$ cat config.mk
export PLATFORM = sky130hd
export DESIGN_NAME = tas_queue
export DESIGN_NICKNAME = d
export VERILOG_FILES = /design/src/rtl/tas_pkg.sv /design/src/rtl/tas_queue.sv
export SDC_FILE = /design/constraint.sdc
export NUM_CORES = 1
export LEC_CHECK = 0
export BUFFER_PORTS_ARGS = -buffer_cell sky130_fd_sc_hd__buf_4
export CORE_MARGIN = 4
export CORE_UTILIZATION = 40
export CTS_BUF_LIST = sky130_fd_sc_hd__clkbuf_4 sky130_fd_sc_hd__clkbuf_8 sky130_fd_sc_hd__clkbuf_16
export DETAILED_ROUTE_END_ITERATION = 12
export GPL_ROUTABILITY_DRIVEN = 0
export GPL_TIMING_DRIVEN = 0
export PLACE_DENSITY = 0.66
export SLEW_MARGIN = 20
export SYNTH_ARGS = -nofsm -noshare
export SYNTH_HDL_FRONTEND = slang
export SYNTH_SLANG_ARGS = --single-unit
$ cat constraint.sdc
create_clock -name clk -period 2.5 [get_ports clk]
set_input_delay 0.25 -clock clk [delete_from_list [all_inputs] [get_ports clk]]
set_output_delay 0.25 -clock clk [all_outputs]
set_load 0.01 [all_outputs]
$ cat src/rtl/tas_pkg.sv
package tas_pkg;

    localparam int COORD_W      = 24;
    localparam int TEXEL_ADDR_W = 12;
    localparam int TEXEL_W      = 32;
    localparam int SIZE_REG_W   = 7;
    localparam int DATA_W       = 32;
    localparam int PADDR_W      = 5;
    localparam int QUEUE_DEPTH  = 4;

    typedef enum logic
    {
        REQ_SAMPLE = 1'b0,
        REQ_WRITE  = 1'b1
    } req_kind_t;

    typedef enum logic [1:0]
    {
        MODE_CLAMP  = 2'd0,
        MODE_WRAP   = 2'd1,
        MODE_MIRROR = 2'd2,
        MODE_BORDER = 2'd3
    } addr_mode_t;

    typedef enum logic [2:0]
    {
        REG_TEX_WIDTH   = 3'd0,
        REG_TEX_HEIGHT  = 3'd1,
        REG_U_MODE      = 3'd2,
        REG_V_MODE      = 3'd3,
        REG_BORDER_RGBA = 3'd4
    } cfg_reg_t;

    typedef struct packed
    {
        req_kind_t                  req_type;
        logic signed [COORD_W-1:0]  s_coord;
        logic signed [COORD_W-1:0]  t_coord;
        logic [TEXEL_ADDR_W-1:0]    texel_addr;
        logic [TEXEL_W-1:0]         texel_value;
    } req_t;

    typedef struct packed
    {
        logic [7:0] red;
        logic [7:0] green;
        logic [7:0] blue;
        logic [7:0] alpha;
        logic       used_border;
    } rsp_t;

endpackage

$ cat src/rtl/tas_queue.sv
module tas_queue #(
    parameter int W = 8
) (
    input  logic         clk,
    input  logic         rst_n,
    input  logic         push,
    input  logic [W-1:0] wdata,
    output logic         full,
    input  logic         pop,
    output logic [W-1:0] rdata,
    output logic         empty
);

    localparam int DEPTH = tas_pkg::QUEUE_DEPTH;
    localparam int PTR_W = (DEPTH > 1) ? $clog2(DEPTH) : 1;
    localparam int CNT_W = $clog2(DEPTH + 1);

    logic [W-1:0]     slot_reg [DEPTH];
    logic [PTR_W-1:0] wr_ptr_reg, wr_ptr_next;
    logic [PTR_W-1:0] rd_ptr_reg, rd_ptr_next;
    logic [CNT_W-1:0] count_reg, count_next;
    logic             do_push, do_pop;

    assign full    = (count_reg == CNT_W'(DEPTH));
    assign empty   = (count_reg == '0);
    assign do_push = push && !full;
    assign do_pop  = pop && !empty;
    assign rdata   = slot_reg[rd_ptr_reg];

    always_comb
    begin
        wr_ptr_next = wr_ptr_reg;
        rd_ptr_next = rd_ptr_reg;
        count_next  = count_reg;
        if (do_push)
        begin
            wr_ptr_next = (wr_ptr_reg == PTR_W'(DEPTH - 1)) ? '0 : wr_ptr_reg + PTR_W'(1);
        end
        if (do_pop)
        begin
            rd_ptr_next = (rd_ptr_reg == PTR_W'(DEPTH - 1)) ? '0 : rd_ptr_reg + PTR_W'(1);
        end
        if (do_push && !do_pop)
        begin
            count_next = count_reg + CNT_W'(1);
        end
        else if (do_pop && !do_push)
        begin
            count_next = count_reg - CNT_W'(1);
        end
    end

    always_ff @(posedge clk or negedge rst_n)
    begin
        if (!rst_n)
        begin
            wr_ptr_reg <= '0;
            rd_ptr_reg <= '0;
            count_reg  <= '0;
        end
        else
        begin
            wr_ptr_reg <= wr_ptr_next;
            rd_ptr_reg <= rd_ptr_next;
            count_reg  <= count_next;
        end
    end

    always_ff @(posedge clk)
    begin
        if (do_push)
        begin
            slot_reg[wr_ptr_reg] <= wdata;
        end
    end

endmodule

[Word-level counts from Yosys, hierarchy flattened]
Memory sizes are Yosys's and may differ from the RTL's.
Cells that the tools add are included.
Storage, ports and cells
  bits in registers: 7
  bits in writable memories: 32
  input bits: 12
  output and inout bits: 10
  word-level logic and storage cells: 27
  memories kept: 1
Operators by class
  add/subtract/negate cells: 4
  eq/ne operators: 3
  mux-type cells: 6
  reduce and logical (&&, ||, !) cells: 10
Memories
  slot_reg: depth 4, bits a word 8, rd ports 1, clocked after Yosys merged registers in 0, wr ports 1, RTL line tas_queue.sv:18  | logic [W-1:0] slot_reg [DEPTH];
Operators by type and width (number)
  $mux 3: 2
  $add 2x1->2 const B: 2
  $eq 2x2->1 const B: 2
  $logic_and 1x1->1: 4
  $logic_not 1->1: 4
  $mux 2: 2
  $add 3x1->3 const B: 1
  $eq 3x3->1 const B: 1
  $logic_not 3->1: 1
  $sub 3x1->3 const B: 1
  $mux 1: 2
  $reduce_bool 2->1: 1

[Logic depth before layout (Yosys ltp)]
  depth after elaboration: 7
  gate-level depth with buffers: 9
  gate-level depth less buffers: 8

[Worst setup path after synthesis]
Ideal clock, no wire load.
  kind: register -> register
  start point: register count_reg[0]
  end point: register count_reg[2]
  data arrival time: 1.984 ns
  data required time: 2.421 ns
  slack: 0.436 ns
  cell stages (with the launch flop): 9
  buffers on the path: 0
  period minus slack after synthesis: 2.064 ns
  path through: dfrtp_1 nor3_1 nand2b_4 ha_1 inv_1 fa_1 xor2_1 nor2_1 xor2_1
On the way
  longest elaborated chain between the ends: 6
RTL lines
  start, declared: RTL line tas_queue.sv:21  | logic [CNT_W-1:0] count_reg, count_next;
  start signal, assigned: RTL line tas_queue.sv:65  | count_reg <= count_next;
  $logic_not 3->1 *: RTL line tas_queue.sv:25  | assign empty = (count_reg == '0);
  named net empty: RTL line tas_queue.sv:11  | output logic empty
  $logic_not 1->1 *: RTL line tas_queue.sv:27  | assign do_pop = pop && !empty;
  $logic_and 1x1->1 *: RTL line tas_queue.sv:27
  $logic_not 1->1: RTL line tas_queue.sv:43  | if (do_push && !do_pop)
  $logic_and 1x1->1: RTL line tas_queue.sv:43
  $mux 3 / $reduce_bool 2->1 (equally long branches)
Mark *: on every way through the listed nets, which the timed path passes. The rest lies on a longest branch. The select of a mux whose other input is x is not followed.
A chain may end at the register's enable or synchronous reset.

[Final worst setup path]
  start point: register count_reg[0]
  end point: register count_reg[2]
On the way
  longest elaborated chain between the ends: 6
RTL lines
  branches (longest 6 deep; another with $sub 3x1->3)
Parallel ways; which one is timed is not known. The select of a mux whose other input is x is not followed.

==> flow_metrics.env <==
export IMPL_outcome="complete, no violations"
export IMPL_area_growth_pct=21.00
export IMPL_drive_above_1_share_pct=46.79
export IMPL_htree_levels=2
export IMPL_final_hold_viol_count=0
export IMPL_stdcell_count=157
export IMPL_maxCapViolCount=0
export IMPL_post_cts_resized=0
export IMPL_syn_area_sq_um=1620
export IMPL_initial_utilization_pct=42.65
export IMPL_antenna_found_initial=0
export IMPL_switching_share_pct=29.17
export IMPL_final_nets=127
export IMPL_power_density_nw_per_um2=1173
export IMPL_first_global_vias=829
export IMPL_wl_per_cell_microns=16.10
export IMPL_holdPathStages=1
export IMPL_synthTopCellsByArea="edfxtp_1 (59%), mux4_2 (11%), dfrtp_1 (11%)"
export IMPL_power_switching_mw=0.6709
export IMPL_power_frac_clock_pct=22.2
export IMPL_combPwrFrac_pct=35.6
export IMPL_vias=783
export IMPL_cts_tree="built"
export IMPL_grt_usage_pct=10.63
export IMPL_clockRootBuffer="clkbuf_8"
export IMPL_grt_overflow_total=0
export IMPL_clockBufferDepth=2
export IMPL_insertion_delay_ps=290
export IMPL_drv_slew=0
export IMPL_first_pass_iters=3
export IMPL_synth_ff_type="edfxtp_1"
export IMPL_grt_max_degree=14
export IMPL_worst_pin_slew_ps=566.0
export IMPL_postCtsSetupRepairBufs=0
export IMPL_ys_ff_latch=39
export IMPL_max_freq_mhz=495.0
export IMPL_drt_iter0_drc=19
export IMPL_antenna_cells=0
export IMPL_hold_end="slot_reg[2][6]$_DFFE_PP_"
export IMPL_p_leak_nw=0.7440
export IMPL_slew_limit_headroom_pct=62.27
export IMPL_dieArea_sq_um=5133
export IMPL_drc=0
export IMPL_fin_tns_setup_ps=0
export IMPL_startpoint_type="register"
export IMPL_grt_pass1_wl_microns=3912
export IMPL_ios=22
export IMPL_die_w_microns=71.65
export IMPL_path_max_fanout=4
export IMPL_worstPathRequired_ps=2710
export IMPL_numPortBuffers=21
export IMPL_async_flop_share_pct=17.95
export IMPL_synth_fp_nets=98
export IMPL_core_area_sq_um=3799
export IMPL_endpoint_kind="register"
export IMPL_synthDistinctLibCells=19
export IMPL_dp_cells=148
export IMPL_fin_crit_sh_pct=80.81
export IMPL_finalWirelength_microns=2527
export IMPL_synth_top_area_share_pct=59.31
export IMPL_critPathArrivalTime_ps=2230
export IMPL_r2r_start="count_reg[0]$_DFFE_PN0P_"
export IMPL_synth_warnings=0
export IMPL_yosysSeqAreaShare_pct=70.12
export IMPL_peakVddDrop_mv=0.6716
export IMPL_yosysTopAreaCell="edfxtp_1"
export IMPL_num_rows=22
export IMPL_rsz0062_at_grt="no"
export IMPL_r2r_setup_slack_ps=480
export IMPL_synth_edf_count=32
export IMPL_min_period_ps=2020
export IMPL_criticalPathCategory="register to register"
export IMPL_cts_buffers=5
export IMPL_r2r_end="count_reg[2]$_DFFE_PN0P_"
export IMPL_fill_cells=331
export IMPL_clock_sinks=39
export IMPL_hpwl_microns=1767
export IMPL_path_clk_slew_ps=80
export IMPL_dieHeight_microns=71.65
export IMPL_synth_area_per_cell_sq_um=20.51
export IMPL_ant_nets=0
export IMPL_hp_start="wdata[6]"
export IMPL_largest_register_ffs=32
export IMPL_hp_class="primary input to register"
export IMPL_via_per_inst=4.987
export IMPL_setup_violations=0
export IMPL_syn_inst=79
export IMPL_power_frac_seq_pct=42.1
export IMPL_fin_worst_skew_ps=5.892
export IMPL_ff2ff_path_depth=8
export IMPL_internal_power_mw=1.629
[cells in the final DEF (no fill, tap or decap), drive strengths merged, types with 2 or more instances in the layout]
cell and count:
and2 4, buf 24, clkbuf 5, clkinv 2, dfrtp 7, edfxtp 32
ha 6, inv 3, mux2 5, mux4 8, nor2 3, xor2 2
[cell usage after synthesis, types with 2 or more instances]
cell	count
edfxtp_1	32
mux4_2	8
dfrtp_1	7
ha_1	6
and2_2	4
inv_1	3
mux2_2	3
nor2_1	3
mux2_4	2
xor2_1	2
[timing repair]
action / in CTS / in global routing
hold buffers: 1 / 0
setup endpoints to repair: 0 / 0
endpoints found under the hold margin: 7 / 0
[routing by layer]
metal | share of wire [%] | global-route usage [%]
met1 | 37 | 10.49
met2 | 57 | 19.90
met3 | 4.8 | 3.366
met4 | 1.4 | 5.010
met5 | 0 | 0
[critical path: stages (launching register included)]
cell and delay, ps:
dfrtp_1 470, nor3_1 270, nand2b_4 190, ha_1 170, inv_1 60, fa_1 370
xor2_1 150, nor2_1 120, xor2_1 150
[per-stage QoR]
stage	instance area (sq um)	worst slack [ps]	hold slack, ps	power (mW)	utilization (%)
after floorplan	1620	436.4	-45.59	1.523	-
after global placement	1838	522.4	69.38	1.783	48.39
after detailed placement	1838	517.5	72.34	1.824	48.39
after CTS	1961	472.9	151.9	2.337	51.61
after global routing	1961	371.0	143.4	2.435	51.61
final	1961	479.8	158.2	2.300	51.61
[cell families (layout without fill, tap and decap cells)]
logic type,Yosys count,count (layout),share of synthesized area (%)
mux,13,13,15.06
xor+xnor,3,3,1.622
buf+inv,6,36,1.930
flops,39,39,70.12
fa+ha+maj,7,7,5.869
simple gates,11,11,5.405
[cell type report]
cell class / count / area [sq um] / share of cell area (%)
tap: 48 / 60.06 / 3.063
clock inverter: 3 / 43.79 / 2.234
multi-input combinational: 34 / 452.9 / 23.10
buffer: 3 / 20.02 / 1.021
inverter: 3 / 11.26 / 0.5743
sequential: 39 / 1136 / 57.95
timing repair buffer: 22 / 167.7 / 8.551
clock buffer: 5 / 68.82 / 3.510
[power by group through the flow]
stage / Sequential, mW / Clock (mW) / Combinational, mW
after floorplan: 0.961 / 0 / 0.562
after global placement: 0.971 / 0 / 0.812
after detailed placement: 0.986 / 0 / 0.838
after CTS: 0.973 / 0.522 / 0.842
after global routing: 0.988 / 0.550 / 0.896
final: 0.969 / 0.511 / 0.820
[how the worst max path moves through the flow]
| stage | endpoint | from | cells past startpoint | slack, ps |
|---|---|---|---|---|
| final | count_reg[2]$_DFFE_PN0P_ | count_reg[0]$_DFFE_PN0P_ | 8 | 480 |
| after global routing | count_reg[2]$_DFFE_PN0P_ | count_reg[1]$_DFFE_PN0P_ | 8 | 370 |
| after CTS | count_reg[2]$_DFFE_PN0P_ | count_reg[0]$_DFFE_PN0P_ | 8 | 470 |
| after detailed placement | count_reg[2]$_DFFE_PN0P_ | count_reg[0]$_DFFE_PN0P_ | 8 | 520 |
| after global placement | count_reg[2]$_DFFE_PN0P_ | count_reg[0]$_DFFE_PN0P_ | 8 | 520 |
| after floorplan | count_reg[2]$_DFFE_PN0P_ | count_reg[0]$_DFFE_PN0P_ | 8 | 440 |
No activity file was read; power rests on OpenSTA's default activity.
