File: src/rtl/tas_pkg.sv
package tas_pkg;

    localparam int COORD_W      = 24;
    localparam int TEXEL_ADDR_W = 12;
    localparam int TEXEL_W      = 32;
    localparam int SIZE_REG_W   = 7;
    localparam int DATA_W       = 32;
    localparam int PADDR_W      = 5;
    localparam int QUEUE_DEPTH  = 4;

    typedef enum logic
    {
        REQ_SAMPLE = 1'b0,
        REQ_WRITE  = 1'b1
    } req_kind_t;

    typedef enum logic [1:0]
    {
        MODE_CLAMP  = 2'd0,
        MODE_WRAP   = 2'd1,
        MODE_MIRROR = 2'd2,
        MODE_BORDER = 2'd3
    } addr_mode_t;

    typedef enum logic [2:0]
    {
        REG_TEX_WIDTH   = 3'd0,
        REG_TEX_HEIGHT  = 3'd1,
        REG_U_MODE      = 3'd2,
        REG_V_MODE      = 3'd3,
        REG_BORDER_RGBA = 3'd4
    } cfg_reg_t;

    typedef struct packed
    {
        req_kind_t                  req_type;
        logic signed [COORD_W-1:0]  s_coord;
        logic signed [COORD_W-1:0]  t_coord;
        logic [TEXEL_ADDR_W-1:0]    texel_addr;
        logic [TEXEL_W-1:0]         texel_value;
    } req_t;

    typedef struct packed
    {
        logic [7:0] red;
        logic [7:0] green;
        logic [7:0] blue;
        logic [7:0] alpha;
        logic       used_border;
    } rsp_t;

endpackage

File: src/rtl/tas_front.sv
module tas_front #(
    parameter int MAX_DIM   = 64,
    parameter int FRAC_BITS = 16,
    parameter int DIM_W     = $clog2(MAX_DIM + 1),
    parameter int XW        = (MAX_DIM > 1) ? $clog2(MAX_DIM) : 1,
    parameter int QW        = 2 + 2 * XW + tas_pkg::TEXEL_ADDR_W + tas_pkg::TEXEL_W
) (
    input  logic                 clk,
    input  logic                 rst_n,
    input  logic                 push,
    output logic                 full,
    input  tas_pkg::req_t        req,
    input  tas_pkg::addr_mode_t  u_mode,
    input  tas_pkg::addr_mode_t  v_mode,
    input  logic [DIM_W-1:0]     tex_w,
    input  logic [DIM_W-1:0]     tex_h,
    input  logic                 q_full,
    output logic                 q_push,
    output logic [QW-1:0]        q_data
);

    localparam int COORD_W = tas_pkg::COORD_W;
    localparam int R_W     = (COORD_W > FRAC_BITS + 2) ? COORD_W : FRAC_BITS + 2;
    localparam int PW      = R_W + DIM_W;
    localparam logic [R_W-1:0] ONE_FX    = R_W'(1) << FRAC_BITS;
    localparam logic [R_W-1:0] TWO_FX    = ONE_FX << 1;
    localparam logic [R_W-1:0] FRAC_MASK = ONE_FX - R_W'(1);
    localparam logic [R_W-1:0] MIR_MASK  = TWO_FX - R_W'(1);

    // {border hit, reduced nonnegative coordinate}
    function automatic logic [R_W:0] reduce_coord(
        input logic [COORD_W-1:0] c,
        input tas_pkg::addr_mode_t mode
    );
        logic           neg;
        logic           hit;
        logic [R_W-1:0] cs;
        logic [R_W-1:0] mag;
        logic [R_W-1:0] m;
        logic [R_W-1:0] r;
        neg = c[COORD_W-1];
        cs  = R_W'(signed'(c));
        mag = neg ? (~cs + R_W'(1)) : cs;
        m   = mag & MIR_MASK;
        hit = 1'b0;
        r   = '0;
        unique case (mode)
            tas_pkg::MODE_CLAMP:  r = neg ? '0 : cs;
            tas_pkg::MODE_WRAP:   r = cs & FRAC_MASK;
            tas_pkg::MODE_MIRROR: r = (m > ONE_FX) ? (TWO_FX - m) : m;
            tas_pkg::MODE_BORDER:
            begin
                hit = neg || (cs >= ONE_FX);
                r   = cs;
            end
            default: r = '0;
        endcase
        return {hit, r};
    endfunction

    logic                              f1_valid_reg, f1_valid_next;
    tas_pkg::req_kind_t                f1_kind_reg;
    logic                              f1_hit_reg;
    logic [R_W-1:0]                    f1_ru_reg;
    logic [R_W-1:0]                    f1_rv_reg;
    logic [tas_pkg::TEXEL_ADDR_W-1:0]  f1_waddr_reg;
    logic [tas_pkg::TEXEL_W-1:0]       f1_wval_reg;

    logic           accept;
    logic [R_W:0]   red_u, red_v;
    logic [PW-1:0]  prod_u, prod_v, pu, pv;
    logic [XW-1:0]  x_idx, y_idx;

    assign full   = f1_valid_reg && q_full;
    assign accept = push && !full;
    assign q_push = f1_valid_reg && !q_full;

    assign red_u = reduce_coord(req.s_coord, u_mode);
    assign red_v = reduce_coord(req.t_coord, v_mode);

    always_comb
    begin
        f1_valid_next = f1_valid_reg;
        if (accept)
        begin
            f1_valid_next = 1'b1;
        end
        else if (q_push)
        begin
            f1_valid_next = 1'b0;
        end
    end

    always_ff @(posedge clk or negedge rst_n)
    begin
        if (!rst_n)
        begin
            f1_valid_reg <= 1'b0;
        end
        else
        begin
            f1_valid_reg <= f1_valid_next;
        end
    end

    always_ff @(posedge clk)
    begin
        if (accept)
        begin
            f1_kind_reg  <= req.req_type;
            f1_hit_reg   <= red_u[R_W] || red_v[R_W];
            f1_ru_reg    <= red_u[R_W-1:0];
            f1_rv_reg    <= red_v[R_W-1:0];
            f1_waddr_reg <= req.texel_addr;
            f1_wval_reg  <= req.texel_value;
        end
    end

    // scale to texels, drop the fraction, clamp to size-1
    assign prod_u = PW'(f1_ru_reg) * PW'(tex_w);
    assign prod_v = PW'(f1_rv_reg) * PW'(tex_h);
    assign pu     = prod_u >> FRAC_BITS;
    assign pv     = prod_v >> FRAC_BITS;
    assign x_idx  = (pu >= PW'(tex_w)) ? XW'(tex_w - DIM_W'(1)) : XW'(pu);
    assign y_idx  = (pv >= PW'(tex_h)) ? XW'(tex_h - DIM_W'(1)) : XW'(pv);

    assign q_data = {f1_kind_reg, f1_hit_reg, x_idx, y_idx, f1_waddr_reg, f1_wval_reg};

endmodule

File: config.mk
export PLATFORM = sky130hd
export DESIGN_NAME = tas_front
export DESIGN_NICKNAME = d
export VERILOG_FILES = /design/src/rtl/tas_pkg.sv /design/src/rtl/tas_front.sv
export SDC_FILE = /design/constraint.sdc
export NUM_CORES = 1
export LEC_CHECK = 0
export ABC_AREA = 1
export BUFFER_PORTS_ARGS = -buffer_cell sky130_fd_sc_hd__buf_4
export CORE_MARGIN = 5
export CORE_UTILIZATION = 67
export DETAILED_ROUTE_END_ITERATION = 16
export PLACE_DENSITY = 0.94
export SLEW_MARGIN = 0
export SYNTH_ARGS = -nofsm -noshare
export SYNTH_HDL_FRONTEND = slang
export SYNTH_SLANG_ARGS = --single-unit
export TNS_END_PERCENT = 100
File: constraint.sdc
create_clock -name clk -period 15.35 [get_ports clk]
set_clock_uncertainty 0.15 [all_clocks]
set_input_delay 0.7675 -clock clk [delete_from_list [all_inputs] [get_ports clk]]
set_output_delay 0.7675 -clock clk [all_outputs]
set_load 0.05 [all_outputs]
# Yosys cells after proc, flatten, opt, wreduce, memory -nomap -nowiden

Cells that the tools add are included.

Bitwise operators: 2
Mux-type cells: 14
Eq/ne operators: 6
Order comparisons: 6
Reductions and logical operators: 11
Add/subtract/negate cells: 6
Multipliers: 2

Operators with widths:

| operator               | number |
|---|---|
| $pmux 24 s4            | 2 |
| $mul 24x7->31          | 2 |
| $ge 24x17->1 const B   | 2 |
| $mux 24                | 2 |
| $mux 23                | 2 |
| $sub 18x17->19 const A | 2 |
| $add 17x1->17 const B  | 2 |
| $gt 17x17->1 const B   | 2 |
| $mux 17                | 2 |
| $not 17->17            | 2 |
| $ge 15x7->1            | 2 |
| $mux 6                 | 2 |
| $sub 6x1->6 const B    | 2 |
| $eq 2x2->1 const B     | 4 |
| $eq 2x1->1 const B     | 2 |
| $logic_not 2->1        | 2 |
| $mux 1                 | 4 |
| $logic_and 1x1->1      | 3 |
| $logic_or 1x1->1       | 3 |
| $logic_not 1->1        | 2 |
| $reduce_bool 2->1      | 1 |

Register bits: 95
Output and inout bits: 60

# Longest topological paths before layout

Word-level depth: 6
Gate-level depth with buffers: 31

# Least setup slack after synthesis

OpenSTA, ideal clock, no wires.

Path kind: input to output
Start point: input tex_h[5]
End point: output q_data[44]
Data arrival time: 6,078 ps
Cell stages on the path: 29
Path slack: 8,355 ps
Required time: 14,433 ps
Path through: clkbuf_1 clkbuf_1 nand2_1 inv_1 fa_1 fa_1 fa_1 inv_1 fa_1 inv_1 ha_1 nand2_1 nor2_1 inv_1 nor2_1 inv_1 nor2_1 nor2_1 nand2_1 xor2_1 ha_1 a21oi_1 o31ai_1 a21oi_1 nand3_1 nor3_4 nand3_2 nand2_1 nand2_1

Longest elaborated chain between the ends: 3

RTL lines:

| element       | RTL line         | source |
|---|---|---|
| from (decl)   | tas_front.sv:16  | `input logic [DIM_W-1:0] tex_h,` |
| $mul 24x7->31 | tas_front.sv:121 | `assign prod_v = PW'(f1_rv_reg) * PW'(tex_h);` |
| $ge 15x7->1   | tas_front.sv:125 | `assign y_idx = (pv >= PW'(tex_h)) ? XW'(tex_h - DIM_W'(1)) : XW'(pv);` |
| $mux 6 *      | tas_front.sv:125 |  |
| to (decl)     | tas_front.sv:19  | `output logic [QW-1:0] q_data` |

Every way passes the cells marked *; elsewhere a longest branch is shown, timed or not.

# Final worst setup path

Start point: input tex_h[3]
End point: output q_data[44]

Same word-level chain as after synthesis.

==> qor.txt <==
========================================================================================================
Worst flop-to-flop path startpoint ........................................................ f1_valid_reg
Final critical-path share of the clock period .............................................       48.97%
Boundary Pins .............................................................................          175
Fin nets ..................................................................................        3,108
Max-cap violations ........................................................................            0
Initial antenna violation count ...........................................................            0
Grt ovf ...................................................................................            0
WHS .......................................................................................   0.01367 ns
Critical setup path kind .................................................................. primary input to output pin
Final critical path time including I/O delays and setup ...................................     7.517 ns
Async set-reset flop share out of synthesis ...............................................       1.053%
Clk sink count ............................................................................           95
Post-Synth Adder-Cell Area ................................................................       32.63%
Initial cell density of the core ..........................................................       67.71%
Number of levels the H-tree was split into ................................................            3
Sequential share of power .................................................................        12.6%
Average cell area after synthesis .........................................................   6.927 um^2
Post-Synthesis Cells ......................................................................        2,533
Ratio of total power to cell area ......................................................... 134.3 nW/um^2
Worst path required time ..................................................................     14.43 ns
Post-detailed-routing wire length .........................................................    47,570 um
Routed length on met1 .....................................................................    17,340 um
Count of instances resized after the clock tree is built ..................................            0
Layout area overhead ......................................................................       10.31%
Setup Fix Bufs, Post-CTS ..................................................................            0
Clock tree from TritonCTS .................................................................          yes
Accumulated negative setup slack ..........................................................         0 ns
First DRT Iteration DRCs ..................................................................        1,194
DRC violation count after routing .........................................................            0
Fraction of the mapped netlist area in simple logic gates .................................       30.35%
Core Area .................................................................................  25,910 um^2
Setup repair after global routing missed its margin .......................................        false
Highest Clock Rate ........................................................................    133.0 MHz
Die area ..................................................................................  29,520 um^2
Number of inserted diodes .................................................................            0
Remaining max-slew budget at the tightest pin .............................................       18.78%
Net count of the mapped netlist ...........................................................        2,976
First-pass GRT wire length ................................................................    78,980 um
Total standard cell area after synthesis ..................................................  17,550 um^2
Final-report hold violation count .........................................................            0
Main combinational cell family by area after synthesis ....................................  adder cells
Number of rows created at floorplan .......................................................           59
Deepest clock path buffer count ...........................................................            2
Proportion of synthesized chip area in sequential cells ...................................       16.23%
Mux contribution to synthesized area ......................................................           0%
DR WL met3 ................................................................................      3722 um
Switching Power ...........................................................................     1.466 mW
1st-pass router iterations ................................................................            6
Detailed-placement wirelength estimate ....................................................    38,710 um
Ys flop type ..............................................................................     edfxtp_1
Width of the chip .........................................................................     171.8 um
Kind of end point of the critical path ....................................................   output pin
Clock group share of total power ..........................................................         9.0%
Slew Limit Fails ..........................................................................            0
Post-synthesis cell type count ............................................................           41
Total leakage power .......................................................................     11.53 nW
Internal power ............................................................................     1.132 mW
Launching element type of the critical path ............................................... primary input
Share of total power in combinational logic ...............................................        78.3%
Slew at the pin closest to its max-slew limit .............................................     1.214 ns
Yosys warning total .......................................................................            0
Tightest Hold Check Type .................................................................. primary input to async pin
Synthesis-stage register bit count ........................................................           95
Via Count .................................................................................       16,610
Number of vias per cell after detailed routing ............................................        5.528
Synth Area in Compound Gates ..............................................................       4.457%
Post-CTS clock slew at the launch and capture registers of the worst setup and hold paths .      0.08 ns
Worst reg-to-reg setup slack ..............................................................     13.24 ns
IO Port Bufs ..............................................................................          174
Antenna Violating Nets Remaining ..........................................................            0
Cells on worst reg2reg path ...............................................................            4
Sw Share ..................................................................................       56.43%
Max IR drop VDD ...........................................................................  0.0001280 V
Largest driver fanout on the critical path ................................................           26
EDFF count, synth .........................................................................           94
Maximum number of pins on one net before global-route repair ..............................           94
Arr. time, crit path ......................................................................      6.60 ns
Layout cells sized above 1 ................................................................       9.850%
Avg WL per Cell ...........................................................................     15.83 um
CTS buffer count ..........................................................................            9
Root Buffer ...............................................................................    clkbuf_16
GRT Overall Usage .........................................................................       33.14%
Area share of xor/xnor cells in the synthesized design ....................................       2.040%
Detailed-routed wire length on met2 .......................................................    24,290 um
Number of global-route vias before repair .................................................       16,940
Gp weighted congestion ....................................................................        1.012
Endpoint of the worst-slack reg-to-reg timing path ........................................   f1_hit_reg
Top layer used by detailed routing ........................................................         met4
Status .................................................................................... finished, final reports clean
Overall die height ........................................................................     171.8 um
Max reg flops .............................................................................           32
Count of final setup violators ............................................................            0
Clock insertion delay at the later pin of the skew report .................................      0.36 ns
Post-CTS Hold Buffers .....................................................................            0
========================================================================================================
[cell type report]
class,instances,area (um^2)
fillers,1958,6556
inverters,604,2267
clock buffers,9,225.2
well taps,335,419.2
repair buffers,175,1314
clock inverters,7,83.83
multi-input cells,1780,12200
flip-flops and latches,95,2848
[cells in the final DEF, fill, tap and decap left out, drive strengths merged, types with 29 or more instances in the layout]
cell type  Yosys  final
nand3        124    124
ha           112    112
inv          604    607
o21ai         35     35
a21oi         69     69
nor2         187    187
nand2        905    905
xor2          29     29
buf           12    175
edfxtp        94     94
fa           216    216
[critical path: stages]
cell	delay, ns
buf_4	0.32
nand2_1	0.15
fa_1	0.56
fa_1	0.56
inv_1	0.08
fa_1	0.52
inv_1	0.06
fa_1	0.53
inv_1	0.04
ha_1	0.35
a21oi_1	0.23
o21ai_0	0.20
a21oi_1	0.27
nand2_1	0.10
xor2_1	0.26
ha_1	0.30
a21oi_1	0.15
o31ai_1	0.09
a21oi_1	0.14
nand3_1	0.13
nor3_4	0.27
nand3_2	0.18
nand2_1	0.10
nand2_1	0.05
buf_4	0.18
[how the worst max path moves through the flow]
stage              from         end  slack [ns]  cells past startpoint
4_1_cts        tex_h[6]  q_data[47]        7.90                     27
6_report       tex_h[3]  q_data[44]        7.83                     25
2_1_floorplan  tex_h[5]  q_data[44]        8.35                     29
3_5_place_dp   tex_h[6]  q_data[47]        7.98                     27
5_1_grt        tex_h[6]  q_data[44]        7.49                     29
3_3_place_gp   tex_h[6]  q_data[46]        8.07                     27
[power groups by stage]
stage	Clock (mW)	Combinational (mW)	Sequential, mW
finish	0.235	2.04	0.328
global route	0.248	2.29	0.330
CTS	0.236	2.01	0.327
detailed placement	0	1.99	0.333
global placement	0	1.94	0.332
floorplan	0	1.48	0.348
[Yosys cell counts, types with 13 or more instances]
cell type	number	area, um^2
o21ai_0	30	150.1
edfxtp_1	94	2823
inv_1	595	2233
a21oi_1	67	335.3
ha_1	112	1401
fa_1	216	4324
nand2_2	16	100.1
nand2_1	884	3318
nor2_2	16	100.1
nand3_1	113	565.5
nand4_1	20	125.1
nor2_1	162	608.1
xor2_1	28	245.2
clkbuf_1	42	157.7
nand3b_1	13	97.59
nor3_1	18	90.09
[cells by family after synthesis]
kind of cell | Yosys count
simple gates | 1272
buf+inv | 658
fa+ha+maj | 328
compound gates | 140
flops | 95
xor+xnor | 40
[per-layer routing]
metal  vias up  global-route usage [%]
met5         -                       0
li1       7822                       -
met1      7774                   38.91
met3       164                   4.413
met2       851                   60.73
met4         0                   14.35
[through the flow]
stage          instance area (um^2)  utilization (%)  cells  power (mW)  setup slack (ns)
3_5_place_dp                  19050            73.50   2989       2.327             7.981
4_1_cts                       19350            74.70   3005       2.574             7.899
6_report                      19350            74.70   3005       2.599             7.833
5_1_grt                       19350            74.70   3005       2.870             7.491
2_1_floorplan                 17550                -   2533       1.825             8.355
3_3_place_gp                  19050            73.50   2989       2.268             8.070
No activity file was read; power rests on OpenSTA's default activity.
